--- config.mk ---
export PLATFORM = sky130hd
export DESIGN_NAME = telnet_iac_refusing_filter
export DESIGN_NICKNAME = d
export VERILOG_FILES = /design/src/rtl/core/tirf_pkg.sv /design/src/rtl/core/tirf_front.sv /design/src/rtl/core/tirf_queue.sv /design/src/rtl/core/tirf_back.sv /design/src/rtl/core/telnet_iac_refusing_filter.sv
export SDC_FILE = /design/constraint.sdc
export NUM_CORES = 1
export LEC_CHECK = 0
export ABC_AREA = 1
export CAP_MARGIN = 20
export CORE_ASPECT_RATIO = 0.9
export CORE_UTILIZATION = 61
export DETAILED_ROUTE_END_ITERATION = 10
export DONT_BUFFER_PORTS = 1
export GPL_TIMING_DRIVEN = 0
export PLACE_DENSITY = 0.86
export SLEW_MARGIN = 20
export SYNTH_ARGS = -nofsm -noshare
export SYNTH_HDL_FRONTEND = slang
export SYNTH_SLANG_ARGS = --single-unit
--- constraint.sdc ---
create_clock -name clk_i -period 2.7 [get_ports clk_i]
set_clock_uncertainty 0.15 [all_clocks]
set_input_delay 0 -clock clk_i [delete_from_list [all_inputs] [get_ports clk_i]]
set_output_delay 0 -clock clk_i [all_outputs]
set_load 0.005 [all_outputs]
--- src/rtl/core/tirf_pkg.sv ---
`default_nettype none
// ----------------------------------------------------------------------------
// tirf_pkg
// Shared codes and types of the telnet refusing filter.
// ----------------------------------------------------------------------------
package tirf_pkg;

  localparam logic [7:0] TEL_SE   = 8'd240;
  localparam logic [7:0] TEL_SB   = 8'd250;
  localparam logic [7:0] TEL_WILL = 8'd251;
  localparam logic [7:0] TEL_WONT = 8'd252;
  localparam logic [7:0] TEL_DO   = 8'd253;
  localparam logic [7:0] TEL_DONT = 8'd254;
  localparam logic [7:0] TEL_IAC  = 8'd255;

  // job queue between parser and emitter
  localparam int unsigned QueueDepth = 2;
  localparam int unsigned QueuePtrW  = $clog2(QueueDepth);
  localparam int unsigned QueueCntW  = $clog2(QueueDepth + 1);

  typedef enum logic [2:0] {
    PH_PLAIN   = 3'd0,
    PH_IAC     = 3'd1,
    PH_OPT     = 3'd2,
    PH_SUB     = 3'd3,
    PH_SUB_IAC = 3'd4
  } parse_phase_e;

  // beats of a three-word refusal
  typedef enum logic [1:0] {
    BEAT_IAC  = 2'd0,
    BEAT_VERB = 2'd1,
    BEAT_OPT  = 2'd2
  } beat_e;

  typedef struct packed {
    logic       is_refusal;  // 1: IAC verb opt toward peer, 0: one plain word
    logic       is_wont;
    logic [7:0] data;        // plain byte or option byte
  } job_t;

endpackage
`default_nettype wire

--- src/rtl/core/tirf_front.sv ---
`default_nettype none
// ----------------------------------------------------------------------------
// tirf_front
// Telnet parser: tracks the command phase and posts one job per byte that
// yields output.
// ----------------------------------------------------------------------------
module tirf_front import tirf_pkg::*; (
  input  wire logic       clk_i,
  input  wire logic       rst_ni,
  input  wire logic       in_valid_i,
  output logic            in_ready_o,
  input  wire logic [7:0] data_byte_i,
  input  wire logic       segment_end_i,
  input  wire logic       queue_full_i,
  output logic            push_o,
  output job_t            job_o
);

  parse_phase_e phase_q, phase_d;
  logic         wont_q, wont_d;
  logic         has_job;
  logic         accept;

  assign in_ready_o = ~queue_full_i;
  assign accept     = in_valid_i & in_ready_o;
  assign push_o     = accept & has_job;

  always_ff @(posedge clk_i or negedge rst_ni) begin
    if (!rst_ni) begin
      phase_q <= PH_PLAIN;
      wont_q  <= 1'b0;
    end else if (accept) begin
      phase_q <= phase_d;
      wont_q  <= wont_d;
    end
  end

  always_comb begin
    phase_d           = phase_q;
    wont_d            = wont_q;
    has_job           = 1'b0;
    job_o.is_refusal  = 1'b0;
    job_o.is_wont     = wont_q;
    job_o.data        = data_byte_i;
    case (phase_q)
      PH_IAC: begin
        if (data_byte_i == TEL_IAC) begin
          has_job = 1'b1;
          phase_d = PH_PLAIN;
        end else if (data_byte_i == TEL_SB) begin
          phase_d = PH_SUB;
        end else if (data_byte_i == TEL_DO || data_byte_i == TEL_DONT) begin
          wont_d  = 1'b1;
          phase_d = PH_OPT;
        end else if (data_byte_i == TEL_WILL || data_byte_i == TEL_WONT) begin
          wont_d  = 1'b0;
          phase_d = PH_OPT;
        end else begin
          phase_d = PH_PLAIN;
        end
      end
      PH_OPT: begin
        has_job          = 1'b1;
        job_o.is_refusal = 1'b1;
        phase_d          = PH_PLAIN;
      end
      PH_SUB: begin
        if (data_byte_i == TEL_IAC) phase_d = PH_SUB_IAC;
      end
      PH_SUB_IAC: begin
        if (data_byte_i == TEL_SE) phase_d = PH_PLAIN;
        else if (data_byte_i != TEL_IAC) phase_d = PH_SUB;
      end
      default: begin
        // plain, and unused codes behave as plain
        if (data_byte_i == TEL_IAC) phase_d = PH_IAC;
        else has_job = 1'b1;
      end
    endcase
    if (segment_end_i) phase_d = PH_PLAIN;
  end

endmodule
`default_nettype wire

--- src/rtl/core/tirf_queue.sv ---
`default_nettype none
// ----------------------------------------------------------------------------
// tirf_queue
// Short job FIFO between parser and emitter.
// ----------------------------------------------------------------------------
module tirf_queue import tirf_pkg::*; (
  input  wire logic clk_i,
  input  wire logic rst_ni,
  input  wire logic push_i,
  input  job_t      push_job_i,
  output logic      full_o,
  input  wire logic pop_i,
  output logic      empty_o,
  output job_t      head_o
);

  job_t                 mem_q [QueueDepth];
  logic [QueuePtrW-1:0] wr_ptr_q, rd_ptr_q;
  logic [QueueCntW-1:0] count_q;
  logic                 do_push, do_pop;

  assign full_o  = (count_q == QueueCntW'(QueueDepth));
  assign empty_o = (count_q == '0);
  assign do_push = push_i & ~full_o;
  assign do_pop  = pop_i & ~empty_o;
  assign head_o  = mem_q[rd_ptr_q];

  always_ff @(posedge clk_i) begin
    if (do_push) mem_q[wr_ptr_q] <= push_job_i;
  end

  always_ff @(posedge clk_i or negedge rst_ni) begin
    if (!rst_ni) begin
      wr_ptr_q <= '0;
      rd_ptr_q <= '0;
      count_q  <= '0;
    end else begin
      if (do_push) begin
        wr_ptr_q <= (wr_ptr_q == QueuePtrW'(QueueDepth - 1)) ? '0 : wr_ptr_q + 1'b1;
      end
      if (do_pop) begin
        rd_ptr_q <= (rd_ptr_q == QueuePtrW'(QueueDepth - 1)) ? '0 : rd_ptr_q + 1'b1;
      end
      if (do_push && !do_pop) count_q <= count_q + 1'b1;
      else if (do_pop && !do_push) count_q <= count_q - 1'b1;
    end
  end

endmodule
`default_nettype wire

--- src/rtl/core/tirf_back.sv ---
`default_nettype none
// ----------------------------------------------------------------------------
// tirf_back
// Emitter: turns the job at the queue head into one or three output words.
// ----------------------------------------------------------------------------
module tirf_back import tirf_pkg::*; (
  input  wire logic       clk_i,
  input  wire logic       rst_ni,
  input  wire logic       empty_i,
  input  job_t            head_i,
  output logic            pop_o,
  output logic            out_valid_o,
  input  wire logic       out_ready_i,
  output logic            destination_o,
  output logic [7:0]      out_byte_o,
  output logic            last_of_run_o
);

  beat_e beat_q, beat_d;
  logic  take;

  assign out_valid_o   = ~empty_i;
  assign take          = out_valid_o & out_ready_i;
  assign destination_o = head_i.is_refusal;
  assign pop_o         = take & last_of_run_o;

  always_comb begin
    out_byte_o    = head_i.data;
    last_of_run_o = 1'b1;
    if (head_i.is_refusal) begin
      case (beat_q)
        BEAT_IAC: begin
          out_byte_o    = TEL_IAC;
          last_of_run_o = 1'b0;
        end
        BEAT_VERB: begin
          out_byte_o    = head_i.is_wont ? TEL_WONT : TEL_DONT;
          last_of_run_o = 1'b0;
        end
        default: begin
          out_byte_o    = head_i.data;
          last_of_run_o = 1'b1;
        end
      endcase
    end
  end

  always_comb begin
    beat_d = beat_q;
    if (take) begin
      if (last_of_run_o) beat_d = BEAT_IAC;
      else beat_d = (beat_q == BEAT_IAC) ? BEAT_VERB : BEAT_OPT;
    end
  end

  always_ff @(posedge clk_i or negedge rst_ni) begin
    if (!rst_ni) beat_q <= BEAT_IAC;
    else beat_q <= beat_d;
  end

endmodule
`default_nettype wire

--- src/rtl/core/telnet_iac_refusing_filter.sv ---
`default_nettype none
// ----------------------------------------------------------------------------
// telnet_iac_refusing_filter
// Telnet receive filter: passes data, unescapes IAC IAC, drops commands and
// subnegotiation, and answers every WILL, WONT, DO and DONT with a refusal.
// ----------------------------------------------------------------------------
//  channel | handshake              | payload
//  --------+------------------------+--------------------------------------
//  in      | in_valid_i/in_ready_o  | data_byte_i, segment_end_i
//  out     | out_valid_o/out_ready_i| destination_o, out_byte_o, last_of_run_o
//
// One input byte per cycle; a byte that yields output is registered as a job
// in the queue and leaves from its head. A refusal is sent as three output
// words, stepped by the emitter's beat counter; the two-entry job queue
// absorbs the difference. Input stalls only while the queue is full. Reset
// puts the parser in the plain phase and empties the queue.
// ----------------------------------------------------------------------------
module telnet_iac_refusing_filter import tirf_pkg::*; (
  input  wire logic       clk_i,
  input  wire logic       rst_ni,
  input  wire logic       in_valid_i,
  output logic            in_ready_o,
  input  wire logic [7:0] data_byte_i,
  input  wire logic       segment_end_i,
  output logic            out_valid_o,
  input  wire logic       out_ready_i,
  output logic            destination_o,
  output logic [7:0]      out_byte_o,
  output logic            last_of_run_o
);

  job_t push_job, head_job;
  logic push, pop, full, empty;

  tirf_front u_front (
    .clk_i        (clk_i),
    .rst_ni       (rst_ni),
    .in_valid_i   (in_valid_i),
    .in_ready_o   (in_ready_o),
    .data_byte_i  (data_byte_i),
    .segment_end_i(segment_end_i),
    .queue_full_i (full),
    .push_o       (push),
    .job_o        (push_job)
  );

  tirf_queue u_queue (
    .clk_i     (clk_i),
    .rst_ni    (rst_ni),
    .push_i    (push),
    .push_job_i(push_job),
    .full_o    (full),
    .pop_i     (pop),
    .empty_o   (empty),
    .head_o    (head_job)
  );

  tirf_back u_back (
    .clk_i        (clk_i),
    .rst_ni       (rst_ni),
    .empty_i      (empty),
    .head_i       (head_job),
    .pop_o        (pop),
    .out_valid_o  (out_valid_o),
    .out_ready_i  (out_ready_i),
    .destination_o(destination_o),
    .out_byte_o   (out_byte_o),
    .last_of_run_o(last_of_run_o)
  );

endmodule
`default_nettype wire
# After elaboration in Yosys (flattened, before gate mapping)
# Memory sizes are Yosys's and may differ from the RTL's.
# Cells that the tools add are included.
op_classes:
  mul: 0
  reduce_logical: 15
  add_sub_neg: 4
  div: 0
  n_shift: 0
  muxes: 29
  n_eq_ne: 16
  order_cmp: 0
  bitwise: 10
op_table:
  columns: ["operator", "n"]
  rows:
  - ["8-bit == test, second input constant", 7]
  - ["3-bit two-way mux", 8]
  - ["8-bit one-hot mux with 2 select lines", 1]
  - ["2-bit two-way mux", 6]
  - ["3-bit one-hot mux with 4 select lines", 1]
  - ["1-bit two-way mux", 11]
  - ["8-bit two-way mux", 1]
  - ["8-bit != test, second input constant", 1]
  - ["1-bit bitwise AND", 6]
  - ["3-bit by 2-bit == test with 1-bit output, second input constant", 2]
  - ["5-bit AND reduction", 1]
  - ["5-bit nonzero test", 1]
  - ["2-bit logical NOT", 2]
  - ["4-bit by 2-bit != test with 1-bit output, second input constant", 1]
  - ["1-bit NOT", 4]
  - ["4-bit AND reduction", 1]
  - ["2-bit nonzero test", 2]
  - ["2-bit OR reduction", 2]
  - ["3-bit by 1-bit == test with 1-bit output, second input constant", 1]
  - ["3-bit == test, second input constant", 1]
  - ["3-bit by 2-bit != test with 1-bit output, second input constant", 1]
  - ["1-bit one-hot mux with 3 select lines", 1]
  - ["1-bit adder, second input constant", 2]
  - ["2-bit by 1-bit adder with 2-bit output, second input constant", 1]
  - ["6 further kinds", 9]
word_totals:
  rom_bits: 0
  out_inout_bits: 12
  latch_bits: 0
  memories: 1
  reg_bits: 10
  wordCells: 81
  ramBits: 20
  inputBits: 13
mem_list:
  columns: ["name", "depth", "width", "read_ports", "rd_ports_with_merged_regs", "wr", "line", "source"]
  rows:
  - ["u_queue.mem_q", 2, 10, 1, 0, 1, "tirf_queue.sv:17", "job_t mem_q [QueueDepth];"]

# Depth between registers and ports, before layout
# Gate-level depths: netlist of run 1.
depth:
  word_depth: 9
  depth_mapped: 12
  ltp_nobuf: 12

# Modules after synthesis
# Synthesis of run 1 repeated with hierarchy kept, for this count alone.
hier_totals:
  hier_cells: 213
  hier_area_um2: 1696.6
by_module_without_submodules:
  columns: ["module", "area_per_inst_um2", "instances", "seq_area_each_um2", "cells_per_inst"]
  rows:
  - ["tirf_queue", 957.2, 1, 700.7, 84]
  - ["tirf_front", 535.5, 1, 100.1, 96]
  - ["tirf_back", 203.9, 1, 50.0, 33]

# Worst setup path after synthesis of run 1
# Ideal clock, no wire load.
synth_timing:
  kind: "reg2reg"
  from: "register u_front.phase_q[2]"
  to: "memory u_queue.mem_q[1][0] (netlist bit), enable pin"
  slack_ps: 772
  period_less_slack_ps: 1928
  arrival_ps: 1402
  n_path_buf: 0
  required_time_ps: 2174
  setup_time_ps: 376
  stages_incl_launch_ff: 8
  path_cell_list: "dfrtp_1 inv_1 nand3_1 nand2_1 nor2_2 a21oi_1 nand2_1 nor2_1"
synth_via:
  elab_chain_len: 7
  elab_cells_between_ends: 10
  classes_between: "eq/ne: 4; mux: 3; bitwise: 2; reduce/logical: 1"
synth_lines:
  columns: ["element", "line", "source"]
  rows:
  - ["start: declaration", "tirf_front.sv:19", "parse_phase_e phase_q, phase_d;"]
  - ["start signal: assignment", "tirf_front.sv:33", "phase_q <= phase_d;"]
  - ["3-bit by 2-bit == test with 1-bit output or 3-bit == test (tied branches)", "tirf_front.sv:45", "case (phase_q)"]
  - ["2-bit OR reduction (no line)", null, null]
  - ["1-bit one-hot mux with 3 select lines *", "tirf_front.sv:45", null]
  - ["1-bit bitwise AND *", "tirf_front.sv:26", "assign push_o = accept & has_job;"]
  - ["1-bit bitwise AND *", "tirf_queue.sv:24", "assign do_push = push_i & ~full_o;"]
  - ["1-bit two-way mux *", "tirf_queue.sv:29", "if (do_push) mem_q[wr_ptr_q] <= push_job_i;"]
  - ["1-bit two-way mux (not written as such) *", "tirf_queue.sv:29", null]
  - ["end: declaration", "tirf_queue.sv:17", null]
# Mark *: on every way between the ends. The rest lies on a longest branch, timed or not.

# Worst setup path after layout of run 1
layout_timing:
  from: "register u_front.phase_q[1]"
  to: "register u_front.phase_q[2]"
layout_via:
  elab_chain_len: 3
  elab_cells_between_ends: 10
  classes_between: "eq/ne: 6; mux: 2; reduce/logical: 2"
layout_lines:
  columns: ["element", "line"]
  rows:
  - ["3-bit == test, or another cell as far along", "tirf_front.sv:45"]
  - ["4-bit by 2-bit != test with 1-bit output (no line), or another cell as far along", null]
  - ["4-bit AND reduction (no line) or 3-bit two-way mux (tied branches)", null]
# Several ways; a longest one is shown, not always the timed one.
# A chain may end at the register's enable or synchronous reset.

==> flow_metrics.tcl, run 1 <==
set metrics [dict create \
    routedWlPerCell_um 14.83 \
    area_delta_synth_final_pct 15.77 \
    fin_area_um2 1754 \
    p_clk_share_pct 16.6 \
    vias 1210 \
    cts_tree "built" \
    dp_hpwl_um 2151 \
    synth.distinct_cells 24 \
    clockBufferDepth 2 \
    hold_start "data_byte_i[5]" \
    fin_util_pct 77.54 \
    place.gp.congestion 0.8011 \
    layout_commonest_cell "nand2_1" \
    fin_setup_tns_ns 0 \
    arrival_ns 2.64 \
    synth.area.top_cells "edfxtp_1, dfrtp_1, nand2_1" \
    dr.pass1.iters 4 \
    hold_violations 0 \
    drv_cap 0 \
    antenna_found_initial 0 \
    max_freq_mhz 393.2 \
    slew_viol_final 0 \
    dieArea_um2 2687 \
    hold_path_class "primary input to register" \
    instances_no_fill 221 \
    p_sw_mw 0.6369 \
    setup_viol 0 \
    synth_area_um2 1515 \
    comb_power_share_pct 38.7 \
    syn_area_per_cell_um2 8.861 \
    whs_ns 0.1823 \
    power.total_mw 1.561 \
    crit_type "register to register" \
    seq_area_frac_synth_pct 56.15 \
    end_kind "register" \
    dr.first_iter.drc_count 36 \
    startpoint "u_front.phase_q[1]$_DFFE_PN0P_" \
    synth_warnings 0 \
    std_cell_rows 16 \
    worst_ir_drop_vdd_v 0.0006433 \
    clock_latency_ns 0.36 \
    cts-buffers-inserted 5 \
    place_area_um2 1549 \
    antennaDiodeCount 0 \
    period_minus_slack_ns 2.543 \
    drt-total-wl_um 3278 \
    switching_share_pct 40.79 \
    worst_pin_slew_ns 0.8349 \
    critPathMaxFanout 4 \
    die_y_um 49.28 \
    cts_root_buf "clkbuf_4" \
    pwr_density_cell_nw_per_um2 890.0 \
    layout_common_cells "nand2_1, inv_1, edfxtp_1" \
    synth-seq-cells 30 \
    cts_max_level 2 \
    grt_pass1_vias 1163 \
    ios 25 \
    nNetsFinal 207 \
    clock_sinks 30 \
    synthCells 171 \
    grt_pass1_wl_um 5340 \
    dp_cells 198 \
    synth_top_area_cell "edfxtp_1" \
    antenna_left 0 \
    p_leak_nw 0.8122 \
    grtUsageTotal_pct 29.67 \
    die_w_um 54.54 \
    grt-ovfl-total 0 \
    post-cts-setup-buffers 0 \
    drc 0 \
    io_buffers 0 \
    path_clk_slew_ns 0.10 \
    crit_path_start_kind "register" \
    viasPerCell 5.475 \
    p_int_mw 0.9243 \
    fin_crit_sh_pct 94.19 \
    initial_core_util_pct 66.98 \
    grt_max_degree 11 \
    seqPwrFrac_pct 44.7 \
    cp.required_ns 2.80 \
    outcome "complete, no violations" \
    core_um2 2262 \
    synth_fp_nets 185 \
    synth_top_area_share_pct 39.64 \
    relSlewSlack_pct 44.13 \
    fin_ws_ns 0.1569 \
    drive_above_1_share_pct 12.89 \
    pre_cts_ws_ns 0.4674 \
    r2r-start "u_front.phase_q[1]$_DFFE_PN0P_" \
]
## power groups by stage
stage | sequential (mW) | combinational (mW) | clock [mW]
after floorplan | 0.683 | 0.464 | 0
after global placement | 0.691 | 0.546 | 0
after detailed placement | 0.701 | 0.577 | 0
after CTS | 0.691 | 0.602 | 0.258
after global routing | 0.709 | 0.694 | 0.279
final | 0.697 | 0.604 | 0.260
## layer usage
metal,up-vias,GRT usage (%),wire length (um)
li1,596,-,-
met1,548,36.84,1300
met2,56,45.53,1635
met3,10,8.100,264
met4,0,16.67,77
met5,-,0,0
## path summary, 6_finish.rpt
| kind | endpoint | slack [ns] | depth (start not counted) |
|---|---|---|---|
| min in group asynchronous | u_front.phase_q[0]$_DFFE_PN0P_ | 0.43 | 2 |
| min | u_queue.mem_q[1][5]$_DFFE_PP_ | 0.18 | 1 |
| max | u_front.phase_q[2]$_DFFE_PN0P_ | 0.16 | 10 |
| min reg2reg | u_queue.wr_ptr_q$_DFFE_PN0P_ | 0.34 | 2 |
| max reg2reg | u_front.phase_q[2]$_DFFE_PN0P_ | 0.16 | 10 |
| max in group asynchronous | u_queue.wr_ptr_q$_DFFE_PN0P_ | 1.63 | 2 |
## layout make-up
class | count | area, um^2
flip-flops and latches | 30 | 850.8
multi-input cells | 114 | 561.8
fillers | 158 | 508.0
repair buffers | 15 | 150.1
inverters | 25 | 96.34
clock buffers | 6 | 41.29
well taps | 27 | 33.78
plain buffers | 2 | 11.26
clock inverters | 2 | 8.758
## Yosys cell counts (all sizes together)
cell type and instances:
inv 25, o21a 2, ha 1, nor2 16
nand3 19, xor2 2, nand2 58, nand3b 1
a21oi 6, o21ai 7, edfxtp 20, buf 1
xnor2 1, dfrtp 10, or2 1, clkbuf 1
## sequential cells by signal (all words and copies together), names as in the netlist
register          cells
u_front.wont_q        1
u_queue.wr_ptr_q      1
u_queue.rd_ptr_q      1
u_queue.count_q       2
u_back.beat_q         2
u_front.phase_q       3
u_queue.mem_q        20
## critical path: stages (launching register included)
cell and delay (ns):
dfrtp_1 0.45, inv_1 0.12, nand3_2 0.09, inv_1 0.09, nand2_1 0.07, o21ai_1 0.15, nor2_2 0.08, nand2_1 0.05
dlygate4sd3_1 0.53, o21ai_0 0.08, dlygate4sd3_1 0.56
## cell families after synthesis
kind of cell,after synthesis,share of synthesized area [%]
flops,30,56.15
xor+xnor,3,1.734
simple gates,95,28.65
fa+ha+maj,1,0.8256
compound gates,15,5.532
buf+inv,27,7.101
## timing repair
item                                   4_1_cts  5_1_grt
resized for setup                            0        2
endpoints found under the hold margin       34        0
setup endpoints to repair                    0        1
hold buffers                                15        0
Note: power is estimated with default switching activity, not from simulation.
==> run 2: changes to the inputs <==
--- a/config.mk
+++ b/config.mk
@@ -7,8 +7,10 @@
 export LEC_CHECK = 0
 export ABC_AREA = 1
 export CAP_MARGIN = 20
+export CELL_PAD_IN_SITES_DETAIL_PLACEMENT = 1
+export CELL_PAD_IN_SITES_GLOBAL_PLACEMENT = 1
 export CORE_ASPECT_RATIO = 0.9
-export CORE_UTILIZATION = 61
+export CORE_UTILIZATION = 46
 export DETAILED_ROUTE_END_ITERATION = 10
 export DONT_BUFFER_PORTS = 1
 export GPL_TIMING_DRIVEN = 0
==> flow_metrics.tcl, run 2 (synthesized netlist as in run 1, its figures left out) <==
set metrics [dict create \
    drt-total-wl_um 3501 \
    startpoint "u_front.phase_q[2]$_DFFE_PN0P_" \
    io_buffers 0 \
    worst_ir_drop_vdd_v 0.0002549 \
    regMostFlops "u_queue.mem_q" \
    dp_cells 213 \
    fin_util_pct 56.88 \
    clock_latency_ns 0.32 \
    switching_share_pct 40.23 \
    p_int_mw 0.9256 \
    grt_pass1_wl_um 5754 \
    antennaDiodeCount 0 \
    cts_tree "built" \
    crit_type "register to register" \
    worst_pin_slew_ns 0.8255 \
    cp.required_ns 2.50 \
    hold_path_class "primary input to register" \
    cp_slowest_cell "nor2_1" \
    viasPerCell 5.221 \
    area_delta_synth_final_pct 16.02 \
    std_cell_rows 19 \
    r2r-start "u_front.phase_q[2]$_DFFE_PN0P_" \
    met2_usage_pct 38.82 \
    slew_viol_final 0 \
    cts_resized 0 \
    grt-ovfl-total 0 \
    core_um2 3090 \
    max_freq_mhz 440.0 \
    vias 1227 \
    top_regs "u_queue.mem_q x20, u_front.phase_q x3" \
    drive_above_1_share_pct 11.92 \
    drv_cap 0 \
    hold_start "data_byte_i[7]" \
    fin_crit_sh_pct 84.17 \
    p_sw_mw 0.6231 \
    layout_common_cells "nand2_1, inv_1, edfxtp_1" \
    pwr_density_cell_nw_per_um2 881.0 \
    crit_path_start_kind "register" \
    seqPwrFrac_pct 44.7 \
    routedWlPerCell_um 14.90 \
    drc 0 \
    dr.first_iter.drc_count 52 \
    power.total_mw 1.549 \
    path_clk_slew_ns 0.08 \
    cts_root_buf "clkbuf_4" \
    clockBufferDepth 2 \
    use_met3_pct 6.504 \
    setup_viol 0 \
    rsz0062_at_grt "no" \
    critPathMaxFanout 10 \
    antenna_found_initial 0 \
    initial_core_util_pct 49.03 \
    p_leak_nw 0.8048 \
    grtUsageTotal_pct 22.21 \
    hold_violations 0 \
    instances_no_fill 235 \
    die_w_um 62.50 \
    clock_sinks 30 \
    die_y_um 56.45 \
    outcome "complete, no violations" \
    period_minus_slack_ns 2.273 \
    largest_reg_flops 20 \
    dieArea_um2 3528 \
    end_kind "register" \
    nNetsFinal 206 \
    crit_buf_inv 1 \
    fin_setup_tns_ns 0 \
    grt.met1_usage_pct 25.47 \
    critical_path.most_common_cell "nand2_1" \
    relSlewSlack_pct 44.76 \
    place.gp.congestion 0.7869 \
    dr.pass1.iters 4 \
    comb_power_share_pct 39.9 \
    dp_hpwl_um 2588 \
    grt_pass1_vias 1250 \
    busiest_layer "met2" \
    arrival_ns 2.08 \
    grt_max_degree 11 \
    crit_family "simple AND/OR/NAND/NOR gates" \
    cts-buffers-inserted 5 \
    ios 25 \
    p_clk_share_pct 15.4 \
    layout_commonest_cell "nand2_1" \
    antenna_left 0 \
    cts_max_level 2 \
    crit_chain "inv_1 -> nand3_1 -> nand2_1 -> nor2_2 -> a21oi_1 -> nand2_1 -> nor2_1" \
    slowest_delay_ns 0.64 \
]
-- run 2: area by class of cell --
cell class                 count  area (um^2)
fill                         374         1333
sequential                    30        850.8
multi-input combinational    114        556.8
timing repair buffer          14        140.1
inverter                      25        96.34
tap                           42        52.55
clock buffer                   6        41.29
buffer                         2        11.26
clock inverter                 2        8.758
-- run 2: path summary, 6_finish.rpt --
kind	end	slack, ns	depth (start not counted)
max in group asynchronous	u_back.beat_q[0]$_DFFE_PN0N_	1.65	2
min in group asynchronous	u_queue.count_q[1]$_DFFE_PN0P_	0.44	2
max	u_queue.mem_q[1][3]$_DFFE_PP_	0.43	7
min reg2reg	u_queue.wr_ptr_q$_DFFE_PN0P_	0.35	2
max reg2reg	u_queue.mem_q[1][3]$_DFFE_PP_	0.43	7
min	u_queue.mem_q[0][7]$_DFFE_PP_	0.22	1
-- run 2: worst reg2reg max path: cells and delay by family (launching register included) --
| kind | cells | cell delay, ns |
|---|---|---|
| compound gates | 1 | 0.17 |
| simple gates | 5 | 1.06 |
| flops | 1 | 0.39 |
| buf+inv | 1 | 0.13 |
-- run 2: routing by layer --
metal	part of all wire (%)	routed length (um)	vias up
met5	0	0	-
met4	1.4	48	0
met3	3.5	121	6
met2	54	1881	25
met1	41	1449	605
li1	-	-	591
-- run 2: power groups by stage --
stage	logic, mW	clock network [mW]	registers [mW]
finish	0.619	0.238	0.692
floorplan	0.464	0	0.683
global placement	0.554	0	0.692
detailed placement	0.607	0	0.702
global route	0.699	0.266	0.704
CTS	0.635	0.253	0.691
-- run 2: what timing repair did --
action | 4_1_cts | 5_1_grt
hold buffers | 14 | 0
hold endpoints to repair | 34 | 0
setup buffers | 0 | 0
-- run 2: per-stage QoR --
step / hold slack (ns) / cell area, um^2 / setup WS, ns
after floorplan: -0.4456 / 1515 / 0.7720
after global placement: -0.4453 / 1568 / 0.4804
after detailed placement: -0.4454 / 1568 / 0.4201
after CTS: 0.1916 / 1758 / 0.3987
after global routing: 0.1910 / 1758 / 0.2243
final: 0.2186 / 1758 / 0.4274
==> run 3: changes to the inputs <==
--- a/config.mk
+++ b/config.mk
@@ -10,11 +10,11 @@
 export CELL_PAD_IN_SITES_DETAIL_PLACEMENT = 1
 export CELL_PAD_IN_SITES_GLOBAL_PLACEMENT = 1
 export CORE_ASPECT_RATIO = 0.9
-export CORE_UTILIZATION = 46
+export CORE_UTILIZATION = 42
 export DETAILED_ROUTE_END_ITERATION = 10
 export DONT_BUFFER_PORTS = 1
 export GPL_TIMING_DRIVEN = 0
-export PLACE_DENSITY = 0.86
+export PLACE_DENSITY = 0.83
 export SLEW_MARGIN = 20
 export SYNTH_ARGS = -nofsm -noshare
 export SYNTH_HDL_FRONTEND = slang
==> constraint.sdc (replaced) <==
create_clock -name clk_i -period 1.9 [get_ports clk_i]
set_clock_uncertainty 0.15 [all_clocks]
set_input_delay 0 -clock clk_i [delete_from_list [all_inputs] [get_ports clk_i]]
set_output_delay 0 -clock clk_i [all_outputs]
set_load 0.005 [all_outputs]
==> flow_metrics.tcl, run 3 (synthesized netlist as in run 1, its figures left out) <==
set metrics [dict create \
    fin_crit_sh_pct 105.1 \
    clockBufferDepth 2 \
    hold_start "data_byte_i[1]" \
    drt-total-wl_um 4632 \
    antenna_found_initial 0 \
    ios 25 \
    fin_util_pct 61.03 \
    grt_max_degree 11 \
    r2r-start "u_front.phase_q[0]$_DFFE_PN0P_" \
    clock_latency_ns 0.28 \
    grt-ovfl-total 0 \
    whs_ns 0.008701 \
    drv_cap 0 \
    relSlewSlack_pct 67.03 \
    dp_cells 215 \
    end_kind "register" \
    clock_sinks 30 \
    pre_cts_ws_ns -0.2073 \
    grt_pass1_vias 1278 \
    path_clk_slew_ns 0.07 \
    initial_core_util_pct 44.52 \
    vias 1300 \
    hold_path_depth 6 \
    cts_tree "built" \
    crit_path_start_kind "register" \
    antenna_left 0 \
    area_delta_synth_final_pct 37.08 \
    dieArea_um2 3852 \
    dr.first_iter.drc_count 29 \
    ff2ff_path_depth 12 \
    fin_ws_ns -0.09733 \
    slew_viol_final 0 \
    routedWlPerCell_um 18.60 \
    critPathMaxFanout 4 \
    r2r-end "u_queue.count_q[1]$_DFFE_PN0P_" \
    core_um2 3403 \
    holdPathEnd "u_front.phase_q[0]$_DFFE_PN0P_" \
    largest_reg_flops 20 \
    rrSetupSlack_ns -0.1 \
    dr.pass1.iters 4 \
    outcome "finished with violations" \
    std_cell_rows 20 \
    antennaDiodeCount 0 \
    grt_pass1_wl_um 6058 \
    io_buffers 0 \
    worst_pin_slew_ns 0.4946 \
    p_leak_nw 0.9106 \
    setup_viol 21 \
    max_freq_mhz 500.7 \
    layout_common_cells "nand2_1, edfxtp_1, inv_1" \
    cts_max_level 2 \
    pwr_density_cell_nw_per_um2 1441 \
    rsz0062_at_grt "yes" \
    place.gp.congestion 0.7662 \
    dp_hpwl_um 2480 \
    fin_setup_tns_ns -0.9944 \
    regMostFlops "u_queue.mem_q" \
    hold_path_class "primary input to register" \
    instances_no_fill 249 \
    layout_commonest_cell "nand2_1" \
    drive_above_1_share_pct 26.34 \
    die_y_um 58.98 \
    period_minus_slack_ns 1.997 \
    drc 0 \
    crit_type "register to register" \
    hold_violations 0 \
    viasPerCell 5.221 \
    die_w_um 65.31 \
    cts_root_buf "clkbuf_8" \
    arrival_ns 2.02 \
    cts-buffers-inserted 5 \
    worst_ir_drop_vdd_v 0.0005626 \
    violations "negative setup slack" \
    grtUsageTotal_pct 22.12 \
    cp.required_ns 1.92 \
    nNetsFinal 218 \
    top_regs "u_queue.mem_q x20, u_front.phase_q x3" \
]
==> run 3: cell count changes in the layout (fill, tap and decap cells not counted), sizes merged <==
cell,change
dlymetal6s4s,+1
clkinvlp,+2
inv,-1
buf,+11
clkinv,-2
dlygate4sd3,-1
bufinv,+2
==> run 3: power by group <==
group	leakage, nW	internal [mW]	switching (mW)	total (mW)
Combinational	0.530	0.434	0.749	1.18
Sequential	0.309	0.898	0.105	1.00
Clock	0.0714	0.559	0.247	0.806
==> run 3: how the worst max path moves through the flow <==
stage	from	end	slack [ns]
3_5_place_dp	u_front.phase_q[1]$_DFFE_PN0P_	u_queue.count_q[1]$_DFFE_PN0P_	-0.21
5_1_grt	u_front.phase_q[0]$_DFFE_PN0P_	u_queue.count_q[1]$_DFFE_PN0P_	-0.18
3_3_place_gp	u_front.phase_q[2]$_DFFE_PN0P_	u_queue.count_q[1]$_DFFE_PN0P_	-0.12
4_1_cts	u_front.phase_q[0]$_DFFE_PN0P_	u_queue.mem_q[1][5]$_DFFE_PP_	-0.12
6_report	u_front.phase_q[0]$_DFFE_PN0P_	u_queue.count_q[1]$_DFFE_PN0P_	-0.1
2_1_floorplan	u_front.phase_q[2]$_DFFE_PN0P_	u_queue.count_q[1]$_DFFE_PN0P_	0.007
==> run 3: layout make-up <==
cell class              count  area [um^2]
flip-flops and latches     30        853.3
clock buffers               6        82.58
fillers                   403         1326
repair buffers             25        241.5
multi-input cells         114        658.1
well taps                  44        55.05
inverters                  25        107.6
repair inverters            1        7.507
plain buffers               2        11.26
clock inverters             2        60.06
==> run 3: critical path: stages, from the launching register on <==
cell and delay (ns):
dfrtp_2 0.48, inv_4 0.11, nand3_4 0.10, nand2_4 0.09, nor2_4 0.04, nor2_1 0.09
nand2_1 0.10, nand2_2 0.09, inv_2 0.05, ha_4 0.23, a21oi_4 0.12, o21ai_2 0.07
xor2_1 0.14
==> run 3: timing repair <==
| action | CTS | global route |
|---|---|---|
| pin swaps | 3 | 6 |
| setup buffers | 3 | 8 |
| hold endpoints to repair | 34 | 2 |
| gates resized for setup | 10 | 22 |
| endpoints found under the setup margin | 21 | 21 |
| cloned | 0 | 1 |
| hold buffers | 13 | 1 |
==> run 3: through the flow <==
step / total power, mW / cell area (um^2)
5_1_grt: 3.127 / 2077
2_1_floorplan: 1.634 / 1518
6_report: 2.992 / 2077
3_5_place_dp: 1.840 / 1573
3_3_place_gp: 1.776 / 1573
4_1_cts: 2.731 / 1906
==> run 3: per-layer routing <==
metal  GRT usage [%]  vias to the layer above  part of all wire [%]
li1                -                      611                     -
met3           3.846                        6                   2.6
met1           26.32                      655                    41
met2           39.47                       28                    55
met5               0                        -                     0
met4           9.627                        0                   1.5
